**src/rtl/xor_key_candidate_checker_core_defines.svh**
```systemverilog
// assertion macros for the xor key candidate checker
// used by the top level; expects i_clk and i_rst_n in scope
`ifndef XOR_KEY_CANDIDATE_CHECKER_CORE_DEFINES_SVH
`define XOR_KEY_CANDIDATE_CHECKER_CORE_DEFINES_SVH

// same-cycle implication, disabled in reset
`define XKC_ASSERT_IMPLIES(lbl, ante, cons) \
    lbl: assert property (@(posedge i_clk) disable iff (!i_rst_n) (ante) |-> (cons)) \
        else $error("xkc: implication check failed");

// next-cycle implication, disabled in reset
`define XKC_ASSERT_NEXT(lbl, ante, cons) \
    lbl: assert property (@(posedge i_clk) disable iff (!i_rst_n) (ante) |=> (cons)) \
        else $error("xkc: next-cycle check failed");

`endif

```
**src/rtl/xkc_pkg.sv**
```systemverilog
// shared types, constants and helpers for the xor key candidate checker
// no dependencies
package xkc_pkg;

    localparam int MAX_LEN   = 4096;
    localparam int KEY_MAX   = 8;
    localparam int CNT_W     = $clog2(MAX_LEN) + 1;
    localparam int KEY_POS_W = (KEY_MAX > 1) ? $clog2(KEY_MAX) : 1;
    localparam int KEY_W     = 64;
    localparam int LEN_W     = 4;
    localparam int RATIO_W   = 4;
    localparam int PROD_W    = CNT_W + RATIO_W;
    localparam int CFG_IDX_W = 2;
    localparam int CFG_DAT_W = KEY_W;

    // register indexes of the config port
    localparam logic [CFG_IDX_W-1:0] CFG_KEY_BYTES  = 2'd0;
    localparam logic [CFG_IDX_W-1:0] CFG_KEY_LENGTH = 2'd1;
    localparam logic [CFG_IDX_W-1:0] CFG_MIN_RATIO  = 2'd2;
    localparam logic [CFG_IDX_W-1:0] CFG_MAX_RATIO  = 2'd3;

    localparam logic [LEN_W-1:0]   RST_KEY_LENGTH = 4'd5;
    localparam logic [RATIO_W-1:0] RST_MIN_RATIO  = 4'd6;
    localparam logic [RATIO_W-1:0] RST_MAX_RATIO  = 4'd9;

    // ascii codes used by the word matcher
    localparam logic [7:0]  CHR_SPACE   = 8'h20;
    localparam logic [7:0]  CHR_NUL     = 8'h00;
    localparam logic [7:0]  CHR_A       = 8'h61;
    localparam logic [7:0]  CHR_H       = 8'h68;
    localparam logic [7:0]  CHR_M       = 8'h6D;
    localparam logic [7:0]  CHR_Y       = 8'h79;
    localparam logic [7:0]  CHR_Z       = 8'h7A;
    localparam logic [23:0] TAIL_HOG    = 24'h686F67;
    localparam logic [15:0] TAIL_NE     = 16'h6E65;
    localparam logic [7:0]  UPPER_FIRST = 8'h41;
    localparam logic [7:0]  UPPER_LAST  = 8'h5A;

    typedef struct packed {
        logic [KEY_W-1:0]   key_bytes;
        logic [LEN_W-1:0]   key_length;
        logic [RATIO_W-1:0] min_ratio;
        logic [RATIO_W-1:0] max_ratio;
    } t_cfg;

    typedef struct packed {
        logic [KEY_POS_W-1:0] key_position;
        logic [CNT_W-1:0]     byte_count;
        logic [CNT_W-1:0]     space_count;
    } t_msg_status;

    typedef struct packed {
        logic [7:0] plain_byte;
        logic       plausible;
    } t_msg_result;

    function automatic logic [7:0] lower_ascii(input logic [7:0] c);
        if (c >= UPPER_FIRST && c <= UPPER_LAST) begin
            return c | 8'h20;
        end
        return c;
    endfunction

endpackage

```
**src/rtl/xkc_in_if.sv**
```systemverilog
// input channel of the xor key candidate checker: ciphertext items
// depends on nothing
interface xkc_in_if;
    logic       valid;
    logic       ready;
    logic [7:0] cipher_byte;
    logic       last;

    modport source (output valid, output cipher_byte, output last, input ready);
    modport sink   (input valid, input cipher_byte, input last, output ready);
endinterface

```
**src/rtl/xkc_out_if.sv**
```systemverilog
// output channel of the xor key candidate checker: plain items and verdict
// depends on nothing
interface xkc_out_if;
    logic       valid;
    logic       ready;
    logic [7:0] plain_byte;
    logic       is_last;
    logic       plausible;

    modport source (output valid, output plain_byte, output is_last, output plausible,
                    input ready);
    modport sink   (input valid, input plain_byte, input is_last, input plausible,
                    output ready);
endinterface

```
**src/rtl/xkc_cfg_regs.sv**
```systemverilog
// configuration registers: key, key length and ratio bounds
// depends on xkc_pkg
module xkc_cfg_regs
    import xkc_pkg::*;
(
    input  logic                 i_clk,
    input  logic                 i_rst_n,
    input  logic                 i_cfg_we,
    input  logic [CFG_IDX_W-1:0] i_cfg_index,
    input  logic [CFG_DAT_W-1:0] i_cfg_data,
    output t_cfg                 o_cfg
);

    t_cfg r_cfg;

    always_ff @(posedge i_clk) begin
        if (!i_rst_n) begin
            r_cfg.key_bytes  <= '0;
            r_cfg.key_length <= RST_KEY_LENGTH;
            r_cfg.min_ratio  <= RST_MIN_RATIO;
            r_cfg.max_ratio  <= RST_MAX_RATIO;
        end else if (i_cfg_we) begin
            unique case (i_cfg_index)
                CFG_KEY_BYTES:  r_cfg.key_bytes  <= i_cfg_data[KEY_W-1:0];
                CFG_KEY_LENGTH: r_cfg.key_length <= i_cfg_data[LEN_W-1:0];
                CFG_MIN_RATIO:  r_cfg.min_ratio  <= i_cfg_data[RATIO_W-1:0];
                CFG_MAX_RATIO:  r_cfg.max_ratio  <= i_cfg_data[RATIO_W-1:0];
                default:        r_cfg.key_bytes  <= r_cfg.key_bytes;
            endcase
        end
    end

    assign o_cfg = r_cfg;

endmodule

```
**src/rtl/xkc_msg_state.sv**
```systemverilog
// per-message state: key rotation, counts, word matcher and verdict
// depends on xkc_pkg
module xkc_msg_state
    import xkc_pkg::*;
(
    input  logic        i_clk,
    input  logic        i_rst_n,
    input  t_cfg        i_cfg,
    input  logic        i_step,
    input  logic [7:0]  i_cipher_byte,
    input  logic        i_last,
    output t_msg_result o_result,
    output t_msg_status o_status
);

    logic [KEY_POS_W-1:0] r_key_pos, n_key_pos;
    logic [CNT_W-1:0]     r_byte_cnt, n_byte_cnt;
    logic [CNT_W-1:0]     r_space_cnt, n_space_cnt;
    logic [23:0]          r_recent, n_recent;
    logic [3:0]           r_words, n_words;
    logic                 r_zero, n_zero;

    logic [7:0]        plain;
    logic [7:0]        low_c;
    logic [LEN_W-1:0]  eff_len;
    logic [LEN_W-1:0]  pos_inc;
    logic [PROD_W-1:0] lo_bound;
    logic [PROD_W-1:0] hi_bound;
    logic              ratio_ok;

    assign plain = i_cipher_byte ^ i_cfg.key_bytes[{r_key_pos, 3'b000} +: 8];
    assign low_c = lower_ascii(plain);

    // zero length acts as one, anything beyond the key store is clamped
    always_comb begin
        if (i_cfg.key_length == '0) begin
            eff_len = LEN_W'(1);
        end else if (i_cfg.key_length > LEN_W'(KEY_MAX)) begin
            eff_len = LEN_W'(KEY_MAX);
        end else begin
            eff_len = i_cfg.key_length;
        end
    end

    assign pos_inc = LEN_W'(r_key_pos) + LEN_W'(1);

    always_comb begin
        n_key_pos   = (pos_inc >= eff_len) ? '0 : pos_inc[KEY_POS_W-1:0];
        n_byte_cnt  = r_byte_cnt;
        n_space_cnt = r_space_cnt;
        n_recent    = r_recent;
        n_words     = r_words;
        n_zero      = r_zero;
        // bytes past the length cap are decrypted but leave the stats alone
        if (r_byte_cnt < CNT_W'(MAX_LEN)) begin
            n_byte_cnt = r_byte_cnt + CNT_W'(1);
            if (plain == CHR_SPACE) begin
                n_space_cnt = r_space_cnt + CNT_W'(1);
            end
            if (plain == CHR_NUL) begin
                n_zero = 1'b1;
            end
            if (!n_zero) begin
                if (low_c == CHR_Y && r_recent == TAIL_HOG)      n_words[0] = 1'b1;
                if (low_c == CHR_M && r_recent[15:0] == TAIL_NE) n_words[1] = 1'b1;
                if (low_c == CHR_Z && r_recent[7:0] == CHR_A)    n_words[2] = 1'b1;
                if (low_c == CHR_A && r_recent[7:0] == CHR_H)    n_words[3] = 1'b1;
                n_recent = {r_recent[15:0], low_c};
            end
        end
    end

    // exact ratio test by cross-multiplication
    assign lo_bound = PROD_W'(i_cfg.min_ratio) * PROD_W'(n_space_cnt);
    assign hi_bound = PROD_W'(i_cfg.max_ratio) * PROD_W'(n_space_cnt);
    assign ratio_ok = (lo_bound < PROD_W'(n_byte_cnt)) && (PROD_W'(n_byte_cnt) < hi_bound);

    always_ff @(posedge i_clk) begin
        if (!i_rst_n) begin
            r_key_pos   <= '0;
            r_byte_cnt  <= '0;
            r_space_cnt <= '0;
            r_recent    <= '0;
            r_words     <= '0;
            r_zero      <= 1'b0;
        end else if (i_step) begin
            if (i_last) begin
                r_key_pos   <= '0;
                r_byte_cnt  <= '0;
                r_space_cnt <= '0;
                r_recent    <= '0;
                r_words     <= '0;
                r_zero      <= 1'b0;
            end else begin
                r_key_pos   <= n_key_pos;
                r_byte_cnt  <= n_byte_cnt;
                r_space_cnt <= n_space_cnt;
                r_recent    <= n_recent;
                r_words     <= n_words;
                r_zero      <= n_zero;
            end
        end
    end

    assign o_result.plain_byte = plain;
    assign o_result.plausible  = i_last && ratio_ok && (n_words == 4'hF);

    assign o_status.key_position = r_key_pos;
    assign o_status.byte_count   = r_byte_cnt;
    assign o_status.space_count  = r_space_cnt;

endmodule

```
**src/rtl/xor_key_candidate_checker_core.sv**
```systemverilog
// top level of the xor key candidate checker: input register, message state, result register
// depends on xkc_pkg, xkc_in_if, xkc_out_if, xkc_cfg_regs, xkc_msg_state and the defines header
`include "xor_key_candidate_checker_core_defines.svh"

// Decrypts a message one ciphertext item at a time with a repeating key of
// 1 to 8 bytes and returns one plain item per input item via the input and
// result registers. One item is accepted per clock while the output is not
// stalled; the throughput is set by the state update (key position, byte and
// space counts, last three lower-case bytes, word flags) between the two
// registers. The result of the item marked last carries the verdict: plausible
// when min_ratio*spaces < length < max_ratio*spaces and the words hogy, nem, az
// and ha were all seen (case-insensitive, not after a zero byte). Statistics
// stop at 4096 bytes; later bytes are still decrypted. The user must write
// configuration through the plain write port only while no item is in flight;
// not enforced by the block. After the last item all per-message state resets.
module xor_key_candidate_checker_core
    import xkc_pkg::*;
(
    input  logic                 i_clk,
    input  logic                 i_rst_n,
    xkc_in_if.sink               i_in,
    xkc_out_if.source            o_out,
    input  logic                 i_cfg_we,
    input  logic [CFG_IDX_W-1:0] i_cfg_index,
    input  logic [CFG_DAT_W-1:0] i_cfg_data
);

    // input register stage
    logic       r_s1_valid;
    logic [7:0] r_s1_byte;
    logic       r_s1_last;

    // result register stage
    logic       r_out_valid;
    logic [7:0] r_out_plain;
    logic       r_out_last;
    logic       r_out_plaus;

    logic        in_acc;
    logic        advance;
    t_cfg        cfg;
    t_msg_result result;
    t_msg_status status;

    // the held item moves on whenever the result register is free or being drained
    assign advance    = r_s1_valid && (!r_out_valid || o_out.ready);
    // the input register takes a new item when empty or when its item moves on
    assign i_in.ready = !r_s1_valid || advance;
    assign in_acc     = i_in.valid && i_in.ready;

    xkc_cfg_regs u_cfg (
        .i_clk       (i_clk),
        .i_rst_n     (i_rst_n),
        .i_cfg_we    (i_cfg_we),
        .i_cfg_index (i_cfg_index),
        .i_cfg_data  (i_cfg_data),
        .o_cfg       (cfg)
    );

    // state only moves on the cycle its item is committed to the result register
    xkc_msg_state u_state (
        .i_clk         (i_clk),
        .i_rst_n       (i_rst_n),
        .i_cfg         (cfg),
        .i_step        (advance),
        .i_cipher_byte (r_s1_byte),
        .i_last        (r_s1_last),
        .o_result      (result),
        .o_status      (status)
    );

    always_ff @(posedge i_clk) begin
        if (!i_rst_n) begin
            r_s1_valid  <= 1'b0;
            r_out_valid <= 1'b0;
        end else begin
            if (in_acc) begin
                r_s1_valid <= 1'b1;
            end else if (advance) begin
                r_s1_valid <= 1'b0;
            end
            if (advance) begin
                r_out_valid <= 1'b1;
            end else if (o_out.ready) begin
                r_out_valid <= 1'b0;
            end
        end
    end

    // payload registers, no reset needed
    always_ff @(posedge i_clk) begin
        if (in_acc) begin
            r_s1_byte <= i_in.cipher_byte;
            r_s1_last <= i_in.last;
        end
        if (advance) begin
            r_out_plain <= result.plain_byte;
            r_out_last  <= r_s1_last;
            r_out_plaus <= result.plausible;
        end
    end

    assign o_out.valid      = r_out_valid;
    assign o_out.plain_byte = r_out_plain;
    assign o_out.is_last    = r_out_last;
    assign o_out.plausible  = r_out_plaus;

    // a verdict only ever rides on the final item of a message
    `XKC_ASSERT_IMPLIES(a_plaus_on_last, r_out_valid && r_out_plaus, r_out_last)
    // spaces are a subset of the counted bytes, and the count is capped
    `XKC_ASSERT_IMPLIES(a_counts_sane, 1'b1,
        status.space_count <= status.byte_count && status.byte_count <= CNT_W'(MAX_LEN))
    // committing the final item returns the message state to its start
    `XKC_ASSERT_NEXT(a_clear_after_last, advance && r_s1_last,
        status.byte_count == '0 && status.space_count == '0 && status.key_position == '0)
    // a committed item always shows up in the result register
    `XKC_ASSERT_NEXT(a_commit_visible, advance, r_out_valid)

endmodule
```
**src/flat_wrapper.sv**
```systemverilog
// flat-port wrapper written by rule: the top's interface ports become plain ports
module xor_key_candidate_checker_core_flat import xkc_pkg::*;
  (i_clk, i_rst_n, i_cfg_we, i_cfg_index, i_cfg_data, i_in_valid, i_in_cipher_byte, i_in_last, i_in_ready, o_out_valid, o_out_plain_byte, o_out_is_last, o_out_plausible, o_out_ready);
  xkc_in_if i_in_i ();
  xkc_out_if o_out_i ();
  input  logic i_clk;
  input  logic i_rst_n;
  input  logic i_cfg_we;
  input  logic [CFG_IDX_W-1:0] i_cfg_index;
  input  logic [CFG_DAT_W-1:0] i_cfg_data;
  input wire logic [$bits(i_in_i.valid)-1:0] i_in_valid;
  input wire logic [$bits(i_in_i.cipher_byte)-1:0] i_in_cipher_byte;
  input wire logic [$bits(i_in_i.last)-1:0] i_in_last;
  output wire logic [$bits(i_in_i.ready)-1:0] i_in_ready;
  output wire logic [$bits(o_out_i.valid)-1:0] o_out_valid;
  output wire logic [$bits(o_out_i.plain_byte)-1:0] o_out_plain_byte;
  output wire logic [$bits(o_out_i.is_last)-1:0] o_out_is_last;
  output wire logic [$bits(o_out_i.plausible)-1:0] o_out_plausible;
  input wire logic [$bits(o_out_i.ready)-1:0] o_out_ready;
  assign i_in_i.valid = i_in_valid;
  assign i_in_i.cipher_byte = i_in_cipher_byte;
  assign i_in_i.last = i_in_last;
  assign i_in_ready = i_in_i.ready;
  assign o_out_valid = o_out_i.valid;
  assign o_out_plain_byte = o_out_i.plain_byte;
  assign o_out_is_last = o_out_i.is_last;
  assign o_out_plausible = o_out_i.plausible;
  assign o_out_i.ready = o_out_ready;
  xor_key_candidate_checker_core u_core (.i_clk(i_clk), .i_rst_n(i_rst_n), .i_in(i_in_i), .o_out(o_out_i), .i_cfg_we(i_cfg_we), .i_cfg_index(i_cfg_index), .i_cfg_data(i_cfg_data));
endmodule
```
**config.mk**
```make
export PLATFORM = sky130hd
export DESIGN_NAME = xor_key_candidate_checker_core_flat
export DESIGN_NICKNAME = d
export VERILOG_FILES = /design/src/rtl/xkc_pkg.sv /design/src/rtl/xkc_in_if.sv /design/src/rtl/xkc_out_if.sv /design/src/rtl/xkc_cfg_regs.sv /design/src/rtl/xkc_msg_state.sv /design/src/rtl/xor_key_candidate_checker_core.sv /design/src/flat_wrapper.sv
export VERILOG_INCLUDE_DIRS = /design/src /design/src/rtl
export SDC_FILE = /design/constraint.sdc
export NUM_CORES = 1
export LEC_CHECK = 0
export BUFFER_PORTS_ARGS = -buffer_cell sky130_fd_sc_hd__buf_2
export CORE_MARGIN = 2
export CORE_UTILIZATION = 50
export CTS_CLUSTER_DIAMETER = 100
export DETAILED_ROUTE_END_ITERATION = 12
export GPL_TIMING_DRIVEN = 0
export PLACE_DENSITY = 0.68
export SYNTH_ARGS = -nofsm -noshare
export SYNTH_HDL_FRONTEND = slang
export SYNTH_HIERARCHICAL = 1
export SYNTH_SLANG_ARGS = --single-unit
```
**constraint.sdc**
```tcl
create_clock -name i_clk -period 7.98 [get_ports i_clk]
set_clock_uncertainty 0.2 [all_clocks]
set_input_delay 1.596 -clock i_clk [delete_from_list [all_inputs] [get_ports i_clk]]
set_output_delay 1.596 -clock i_clk [all_outputs]
set_load 0.005 [all_outputs]
```
== After elaboration in Yosys (flattened, before gate mapping) ==
Index checks and enable logic that the tools add are counted.
Cells by class
  $add $sub $neg: 3
  $mul: 2
  reduce and logical (&&, ||, !) cells: 26
  multiplexer cells: 30
  equality and inequality tests: 14
  bitwise logic cells: 1
  shift operators: 1
  magnitude comparators: 7
Operator list (count)
  $mux 24: 3
  $mux 13: 5
  $shiftx 64x7->8: 1
  $eq 8x7->1 const B: 6
  $mul 4x13->17: 2
  $add 13x1->13 const B: 2
  $eq 24x23->1 const B: 1
  $mux 4: 5
  $lt 13x17->1: 1
  $lt 17x13->1: 1
  $eq 16x15->1 const B: 1
  $mux 8: 2
  $lt 13x13->1 const B: 1
  $mux 1: 13
  $logic_and 1x1->1: 10
  $reduce_and 2->1: 5
  $eq 8x6->1 const B: 1
  $ge 8x7->1 const B: 1
  $le 8x7->1 const B: 1
  $logic_not 8->1: 1
  $xor 8x8->8: 1
  $mux 3: 2
  $reduce_bool 2->1: 3
  $add 3x1->4 const B: 1
  11 further kinds: 14
Word-level totals
  output and inout port bits: 12
  input port bits: 80
  logic and storage cells: 101
  flip-flop bits (word level): 155

== Depth between registers and ports, before layout ==
  depth after elaboration: 13
  depth in mapped cells: 34
  depth with buffers taken out: 31

== Modules after synthesis ==
Netlist, hierarchy kept.
By module, submodules not included
  xkc_msg_state: instances 1, area an instance 7567.3 sq um, cells each 931
  xkc_cfg_regs: instances 1, area an instance 3085.5 sq um, cells each 323
  xor_key_candidate_checker_core: instances 1, area an instance 674.4 sq um, cells each 28

== Worst setup path after synthesis ==
No wires, ideal clock.
  path type: register -> register
  start: register u_core.u_state.r_key_pos[1]
  end: register u_core.r_out_plaus, in the netlist u_core/o_out.plausible (data pin)
  cell stages (with the launch flop): 32
  buffers on the path: 2
  data required time: 7.613 ns
  data arrival time: 6.700 ns
  path slack: 0.912 ns
  library setup time: 0.167 ns
  path through: dfxtp_1 > buf_4 > mux4_2 > mux2i_1 > xnor2_1 > nand2_1 > nor4_4 > buf_6 > mux2i_1 > nor2b_1 > fa_1 > inv_1 > fa_1 > inv_1 > ha_1 > nor2b_1 > o21ai_0 > a21boi_0 > o21ai_0 > a21oi_1 > a21o_1 > a21oi_1 > xnor2_1 > ha_1 > and4_1 > a22oi_1 > o2111ai_1 > a311oi_1 > o211ai_1 > nor3_1 > o2111ai_1 > a211oi_1
RTL lines
  start: declaration: RTL line xkc_msg_state.sv:16  | logic [KEY_POS_W-1:0] r_key_pos, n_key_pos;
  start signal: assignment: RTL line xkc_msg_state.sv:95  | r_key_pos <= n_key_pos;
  end signal: assignment: RTL line xor_key_candidate_checker_core.sv:99  | r_out_plaus <= result.plausible;
  end: declaration: RTL line xor_key_candidate_checker_core.sv:37  | logic r_out_plaus;

==> flow_summary.yaml <==
status:
  status: "completed"
clock_tree:
  cts_buffers: 17
  clk_latency_ns: 0.43
  cts_sinks: 155
  clkTransAtPathRegs_ns: 0.07
  cts_tree: "built"
  postCtsHoldBufs: 0
  root_buffer: "clkbuf_16"
  h-tree-depth: 4
  clockBufferDepth: 2
route:
  final_antenna_net_count: 0
  vias_per_cell: 5.449
  routed_wl_um: 28150
  drtIter0Drc: 439
  drt_pass1_iterations: 5
  route.detailed.drc: 0
  wl_per_cell_um: 16.44
  vias: 9329
final_layout:
  final.fill_count: 1955
  drive_gt1_share_pct: 17.80
  instances_no_fill: 1712
  antenna_cells: 0
  final_area_um2: 13360
  layout.nets: 1611
  area_growth_pct: 17.92
  finish.utilization_pct: 59.54
setup_path:
  start_kind: "register"
  cpPeakStageDelay_ns: 0.54
  end_kind: "register"
  cp_max_fo: 7
  slowest_stage: "fa_1"
  path_delay_family: "compound AO/OA/AOI/OAI gates"
  critPathArrivalTime_ns: 7.67
  required_ns: 8.02
  worstSetupPathType: "register to register"
  critical_path_buf_inv_count: 5
synth:
  synth_fp_nets: 1479
  ys.flop_type: "dfxtp_1"
  synth_warnings: 6
  async_flop_share_pct: 0
  synth_top_area_cell: "dfxtp_1"
  netlist_area_um2: 11330
  synth_top_area_share_pct: 24.04
  syn_avg_cell_area_um2: 8.836
  ys_seq_area_share_pct: 29.07
  ys_types: 80
  yosys-top-cells-area: "dfxtp_1 24%, mux2i_1 9.6%, ha_1 8.1%"
  syn_inst: 1282
  synth-seq-cells: 155
  synth-edff-count: 19
timing:
  setup_viol: 0
  worstMarginPinSlew_ns: 1.331
  maxSlewViolCount: 0
  relSlewSlack_pct: 11.07
  layout_min_cycle_time_ns: 7.639
  setup_ws_ns: 0.3415
  period_share_pct: 95.72
  hold_viol_final: 0
  fmax_ghz: 0.1309
global_routing:
  grtUsageMet1_pct: 31.49
  grt_usage_pct: 23.77
  grt_use_met3_pct: 3.446
  gr-total-overflow: 0
  grt_pass1_wl_um: 45920
  busiest_layer: "met2"
  grt_pass1_vias: 9200
  grt_max_degree: 17
  antenna_found_initial: 0
  use_met2_pct: 40.35
power:
  p_clk_share_pct: 43.4
  total_power_mw: 1.817
  p_switching_uw: 493.0
  peakVddDrop_mv: 0.1608
  p_int_mw: 1.324
  swShare_pct: 27.13
  combPwrFrac_pct: 10.8
  sequentialPowerShare_pct: 45.8
  power_density_nw_per_um2: 136.1
  leakage_nw: 5.844
die:
  core_area_um2: 22430
  start_util_pct: 50.49
  rows: 55
  dieArea_um2: 23870
  die_w_um: 154.5
  ios: 92
  die_h_um: 154.5
placed_design:
  dp.cells: 1658
  dpl_worst_slack_ns: -0.8598
  place_area_um2: 12140
  gp_congestion: 0.8544
  hpwlAfterDp_um: 21250
  port_buffers: 91
run:
  cap_violations: 0
worst_hold_path:
  hold_class: "register to register"
## per-layer routing
layer | vias up | wire [um] | part of all wire (%)
met2 | 238 | 13590 | 48
met5 | - | 0 | 0
li1 | 4597 | - | -
met3 | 39 | 1154 | 4.1
met4 | 0 | 602 | 2.1
met1 | 4455 | 12810 | 45
## kinds of logic after synthesis
group / count (synthesis) / synth area share [%]
fa+ha+maj: 117 / 15.84
buf+inv: 189 / 7.865
flops: 155 / 29.07
mux: 111 / 10.03
simple gates: 475 / 21.55
compound gates: 186 / 11.26
xor+xnor: 49 / 4.385
## worst register-to-register path: cells and delay by family (launching register included)
kind | cells | cell delay [ns]
fa+ha+maj | 4 | 1.66
mux | 1 | 0.19
buf+inv | 5 | 0.60
xor+xnor | 3 | 0.69
compound gates | 10 | 1.92
simple gates | 11 | 1.80
flops | 1 | 0.36
## power groups by stage
stage	registers, mW	logic, mW	clock network [mW]
after detailed placement	0.848	0.173	0
after global placement	0.847	0.170	0
after CTS	0.831	0.180	0.799
after floorplan	0.843	0.113	0
final	0.832	0.197	0.788
after global routing	0.835	0.213	0.832
## stage by stage
stage	TNS, ns	hold WS (ns)
final	0	0.2516
after global routing	-0.1083	0.2583
after CTS	0	0.2503
after detailed placement	-0.8598	0.2413
after global placement	-0.8226	0.2325
after floorplan	0	0.2248
## cell type report
class                           count  area (um2)  share of cell area, %
Buffer                             68       486.7                  3.644
Clock buffer                       19       442.9                  3.316
Clock inverter                     13       126.4                 0.9461
Inverter                          121       454.2                  3.400
Multi-Input combinational cell    938        7536                  56.42
Sequential cell                   155        3298                  24.69
Tap cell                          285       356.6                  2.670
Timing Repair Buffer              113       655.6                  4.909
## cells in the mapped netlist (4+ instances only)
master    instances
a211oi_1          5
a21o_1           13
a21oi_1          41
a22o_1           23
a22oi_1          19
a31oi_1           8
and2_1           18
and3_1            7
and4_1            4
buf_12            6
buf_2            10
buf_4            11
buf_6             4
clkbuf_1         37
dfxtp_1         136
edfxtp_1         19
fa_1             44
ha_1             73
inv_1           120
mux2i_1         109
nand2_1         181
nand2b_1         28
nand3_1          24
nand4_1          10
nand4b_1          4
nor2_1           62
nor2b_1          81
nor3_1           18
nor4_1            6
o21a_1           11
o21ai_0          30
or3_1             5
xnor2_1          13
xnor2_2           4
xor2_1           27
xor2_2            5
## path summary, 6_finish.rpt
check	startpoint	end	slack, ns	cells past startpoint
hold / removal	u_core/u_state/r_zero	u_core/u_state/r_zero	0.25	2
hold reg to reg	u_core/u_state/r_zero	u_core/u_state/r_zero	0.25	2
setup / recovery	u_core/u_state/r_key_pos[0]	u_core/o_out.plausible	0.34	34
setup reg to reg	u_core/u_state/r_key_pos[0]	u_core/o_out.plausible	0.34	34
## flip-flops by register name (all words and copies together), names as in the netlist, 3 cells and up
register                    count
u_core/u_state/r_byte_cnt      13
u_core/u_state/r_key_pos        3
u_core/u_state/r_words          4
u_core/o_out.plain_byte         8
u_core/u_cfg/o_cfg             76
u_core/u_state/r_space_cnt     13
u_core/u_state/r_recent        24
u_core/r_s1_byte                8
## cells in the final DEF, fill, tap and decap left out, types with 20 or more instances in the layout
cell type and count:
a22o_1 23, nand2b_1 28, ha_1 73, nand2_1 174, a21oi_1 38, nor2b_1 81, inv_1 120, nand3_1 23
fa_1 43, nor2_1 62, buf_4 29, buf_2 99, xor2_1 20, clkbuf_1 38, o21ai_0 27, mux2i_1 97
dfxtp_1 134
## repair_timing
item                       CTS  global route
resized for setup           27            58
setup buffers                8            12
setup endpoints to repair    1             1
pin swaps                    7            18
gates cloned                 0             2
hold endpoints to repair     0             0
No activity file was read; power rests on OpenSTA's default activity.
